### config.mk
export PLATFORM = sky130hd
export DESIGN_NAME = rhs_ctrl
export DESIGN_NICKNAME = d
export VERILOG_FILES = /design/src/rtl/rhs_pkg.sv /design/src/rtl/rhs_ctrl.sv
export SDC_FILE = /design/constraint.sdc
export NUM_CORES = 1
export LEC_CHECK = 0
export BUFFER_PORTS_ARGS = -buffer_cell sky130_fd_sc_hd__clkbuf_2
export CORE_AREA = 2 2 39 41
export CTS_CLUSTER_DIAMETER = 120
export CTS_CLUSTER_SIZE = 14
export DETAILED_ROUTE_END_ITERATION = 7
export DIE_AREA = 0 0 41 43
export PLACE_DENSITY = 0.66
export SYNTH_ARGS = -nofsm -noshare
export SYNTH_HDL_FRONTEND = slang
export SYNTH_SLANG_ARGS = --single-unit
### constraint.sdc
create_clock -name clk -period 1.8 [get_ports clk]
set_input_delay 0.36 -clock clk [delete_from_list [all_inputs] [get_ports clk]]
set_output_delay 0.36 -clock clk [all_outputs]
set_load 0.005 [all_outputs]
### src/rtl/rhs_pkg.sv
`timescale 1ns / 1ps
package rhs_pkg;

  localparam int KEY_W     = 64;
  localparam int LEN_W     = 4;
  localparam int HASH_W    = 32;
  localparam int DIST_W    = 6;
  localparam int STAT_W    = 3;
  localparam int CNT_W     = 11;
  localparam int CMD_W     = 2;
  localparam int CFG_W     = 11;
  localparam int CFG_IDX_W = 1;

  localparam logic [CMD_W-1:0] CMD_ADD      = 2'd0;
  localparam logic [CMD_W-1:0] CMD_CONTAINS = 2'd1;
  localparam logic [CMD_W-1:0] CMD_REMOVE   = 2'd2;
  localparam logic [CMD_W-1:0] CMD_UNUSED   = 2'd3;

  localparam logic [STAT_W-1:0] ST_INSERTED  = 3'd0;
  localparam logic [STAT_W-1:0] ST_DUPLICATE = 3'd1;
  localparam logic [STAT_W-1:0] ST_PRESENT   = 3'd2;
  localparam logic [STAT_W-1:0] ST_ABSENT    = 3'd3;
  localparam logic [STAT_W-1:0] ST_REMOVED   = 3'd4;
  localparam logic [STAT_W-1:0] ST_LOAD_FULL = 3'd5;
  localparam logic [STAT_W-1:0] ST_OVERFLOW  = 3'd6;

  localparam logic [CFG_IDX_W-1:0] CFG_PROBE_LIMIT = 1'b0;
  localparam logic [CFG_IDX_W-1:0] CFG_LOAD_LIMIT  = 1'b1;

  typedef enum logic [3:0] {
    S_CLEAR, S_IDLE, S_READ, S_ADD, S_FIND, S_SHIFT_READ, S_SHIFT, S_SHIFT_END, S_FINISH
  } state_t;

  typedef enum logic [3:0] {
    OP_NONE, OP_CLEAR, OP_ACCEPT, OP_READ, OP_ADD, OP_FIND,
    OP_SHIFT_READ, OP_SHIFT, OP_SHIFT_END, OP_FINISH
  } dp_op_t;

  typedef struct packed {
    dp_op_t op;
    logic   in_ready;
  } ctl_t;

  typedef struct packed {
    logic clr_last;
    logic in_valid;
    logic early;
    logic is_add;
    logic is_remove;
    logic add_end;
    logic found;
    logic miss_end;
    logic shift_stop;
    logic bound;
    logic out_free;
  } stat_t;

endpackage

### src/rtl/rhs_ctrl.sv
`timescale 1ns / 1ps
module rhs_ctrl import rhs_pkg::*; (
  input  logic  clk,
  input  logic  rst,
  input  stat_t st,
  output ctl_t  ctl
);
  state_t state, state_next;

  always_ff @(posedge clk) begin
    if (rst) begin
      state <= S_CLEAR;
    end else begin
      state <= state_next;
    end
  end

  always_comb begin
    state_next = state;
    case (state)
      S_CLEAR: begin
        if (st.clr_last) state_next = S_IDLE;
      end
      S_IDLE: begin
        if (st.in_valid) state_next = st.early ? S_FINISH : S_READ;
      end
      S_READ: begin
        state_next = st.is_add ? S_ADD : S_FIND;
      end
      S_ADD: begin
        state_next = st.add_end ? S_FINISH : S_READ;
      end
      S_FIND: begin
        if (st.found) state_next = st.is_remove ? S_SHIFT_READ : S_FINISH;
        else if (st.miss_end) state_next = S_FINISH;
        else state_next = S_READ;
      end
      S_SHIFT_READ: begin
        state_next = S_SHIFT;
      end
      S_SHIFT: begin
        if (st.shift_stop) state_next = S_FINISH;
        else if (st.bound) state_next = S_SHIFT_END;
        else state_next = S_SHIFT_READ;
      end
      S_SHIFT_END: begin
        state_next = S_FINISH;
      end
      S_FINISH: begin
        if (st.out_free) state_next = S_IDLE;
      end
      default: begin
        state_next = S_CLEAR;
      end
    endcase
  end

  always_comb begin
    ctl.in_ready = 1'b0;
    case (state)
      S_CLEAR:      ctl.op = OP_CLEAR;
      S_IDLE: begin
        ctl.op = OP_ACCEPT;
        ctl.in_ready = 1'b1;
      end
      S_READ:       ctl.op = OP_READ;
      S_ADD:        ctl.op = OP_ADD;
      S_FIND:       ctl.op = OP_FIND;
      S_SHIFT_READ: ctl.op = OP_SHIFT_READ;
      S_SHIFT:      ctl.op = OP_SHIFT;
      S_SHIFT_END:  ctl.op = OP_SHIFT_END;
      S_FINISH:     ctl.op = OP_FINISH;
      default:      ctl.op = OP_NONE;
    endcase
  end
endmodule

==> results.toml <==
[timing]
worst_slew_pin_slew_ps = 328
finalCriticalPeriod_ps = 1630
tns_ps = 0
setup_violations = 0
rsz0062_at_grt = "false"
relSlewSlack = 0.781
timing.fmax_ghz = 0.614
post-route-period-util = 0.904
fin_skew_ps = 2.40
drv_slew = 0
hold_violations = 0

[flow_run]
max-cap-violations = 0

[finish]
fin_nets = 88
postLayoutCellArea_um2 = 548
mostFrequentLayoutCell = "clkbuf_2"
mostFrequentLayoutCells = "clkbuf_2, nor2_1, a21oi_1"
top_register = "state"
reg_top3 = "state: 4 flops"
diodes = 0
syn_to_final_growth_pct = 24.8
fillCellCount = 156
drive_gt1_frac = 0.438
largest_reg_flops = 4

[clock_tree]
cts_tree = "built"
cts.clk_slew.worst_paths_ps = 40
cts_root_buffer = "clkbuf_4"
cts_setup_buffers = 0
cts_max_path_buffers = 2
cts_sinks = 4
insertion_delay_ps = 250
ctsHoldBuffers = 0
htreeDepth = 1
cts_buffers = 3

[detailed_routing]
route.detailed.drc = 0
first_pass_iters = 4
viasPerCell = 5.33
wl_per_cell_um = 11.8
postRouteAntennaNets = 0
num_vias = 474
drtIter0Drc = 17
finalWirelength_mm = 1.05

[worst_setup_path]
worstPathCellList = "nor4b_2 -> a31o_2 -> clkbuf_2"
crit_fanout = 10
cp.required_ps = 1440
arrival_ps = 1270
path_class = "reg2out"
cp-end-kind = "output pin"
cpPeakStageDelay_ps = 390
critPathSlowestCell = "dfxtp_1"
start_kind = "register"

[yosys]
synth_edf_count = 0
ys_ff_latch = 4
syn_avg_cell_area_um2 = 7.57
yosysUniqueCellTypes = 37
syn_inst = 58
async_reset_ff_frac = 0
ys_seq_area_frac = 0.182
synth_warnings = 0
syn-num-nets = 71
syn_area_um2 = 439
synth_flop_cell = "dfxtp_1"

[power_and_ir_drop]
vdd_ir_drop_max_mv = 0.312
p_leak_nw = 0.237
powerDensity_mw_per_mm2 = 747

[die]
die_h_um = 43
ioPinCount = 18
dieArea_mm2 = 0.00176
coreArea_mm2 = 0.00138
core.rowCount = 14
die_w_um = 41
start_util = 0.317

[hold_path]
hp-class = "in2reg"

[global_route]
overflow = 0
grt_pass1_vias = 415
antenna_found_initial = 0
grt_first_pass_wirelength_mm = 1.68
grt_use_total = 0.147
grt_start_max_net_pins = 19

[run_status]
status = "finished clean"

[placement]
place.gp.congestion = 0.822
place_hpwl_um = 784
port_buffers = 17
placed_area_um2 = 515
[Yosys cell counts (all sizes together) (2+ instances only)]
| cell type | count | area share |
|---|---|---|
| a21oi | 5 | 0.057 |
| nor2 | 5 | 0.043 |
| dfxtp | 4 | 0.18 |
| nand2b | 4 | 0.057 |
| buf | 3 | 0.048 |
| a31oi | 2 | 0.028 |
| clkbuf | 2 | 0.017 |
| inv | 2 | 0.017 |
| nand2 | 2 | 0.017 |
| nand3b | 2 | 0.034 |
| nor2b | 2 | 0.028 |
| nor3 | 2 | 0.034 |
| o21ai | 2 | 0.023 |
| or2 | 2 | 0.029 |
[power breakdown]
part | internal, W | switching [W]
logic | 0.0000851 | 0.0000698
registers | 0.000101 | 0.0000332
clock network | 0.0000751 | 0.0000449
total | 0.000262 | 0.000148
[timing repair]
| action | in CTS | in global routing |
|---|---|---|
| setup endpoints to repair | 1 | 3 |
| hold endpoints to repair | 0 | 0 |
| cloned | 0 | 0 |
| gates resized for setup | 1 | 3 |
[final timing paths]
| kind | start | end | slack [ps] | cells past startpoint |
|---|---|---|---|---|
| setup / recovery | state[2] | ctl[4] | 170 | 3 |
| hold / removal | rst | state[0] | 360 | 2 |
| setup reg to reg | state[2] | state[0] | 290 | 4 |
| hold reg to reg | state[3] | state[2] | 670 | 2 |
[cells by family (layout without fill, tap and decap cells)]
kind of cell              Yosys count  count (layout)  synth area share
and+or+nand+nor                    25              25             0.353
AOI/OAI and AO/OA                  20              20             0.342
buffers and inverters               7              22            0.0826
DFF                                 4               4             0.182
xor gates and xnor gates            2               2            0.0399
[per-stage QoR]
stage	setup slack, ps	power [W]	utilization	hold WS (ps)	cells
after floorplan	421	0.000239	-	429	58
after CTS	65.0	0.000410	0.393	364	89
after global placement	196	0.000284	0.373	617	86
after global routing	89.9	0.000445	0.396	369	89
final	173	0.000410	0.396	358	89
after detailed placement	227	0.000288	0.373	620	86
[layer usage]
layer | up-vias | wire length, µm | global-route usage
met3 | 2 | 78 | 0.0314
li1 | 243 | - | -
met2 | 18 | 486 | 0.206
met1 | 211 | 464 | 0.173
met4 | 0 | 21 | 0.140
met5 | - | 0 | 0
[area by class of cell]
type	instances	area, µm²	share of cell area
Tap cell	16	20.0	0.0365
Sequential cell	4	83.8	0.153
Clock buffer	3	22.5	0.0411
Timing Repair Buffer	17	85.1	0.155
Multi-Input combinational cell	47	329	0.600
Inverter	2	7.51	0.0137
[worst max-delay path: cells and delay by family (launching register included)]
kind | cells | cell delay (ps)
buf+inv | 1 | 100
compound gates | 1 | 150
flops | 1 | 390
simple gates | 1 | 370
(Power assumes the default switching activity.)
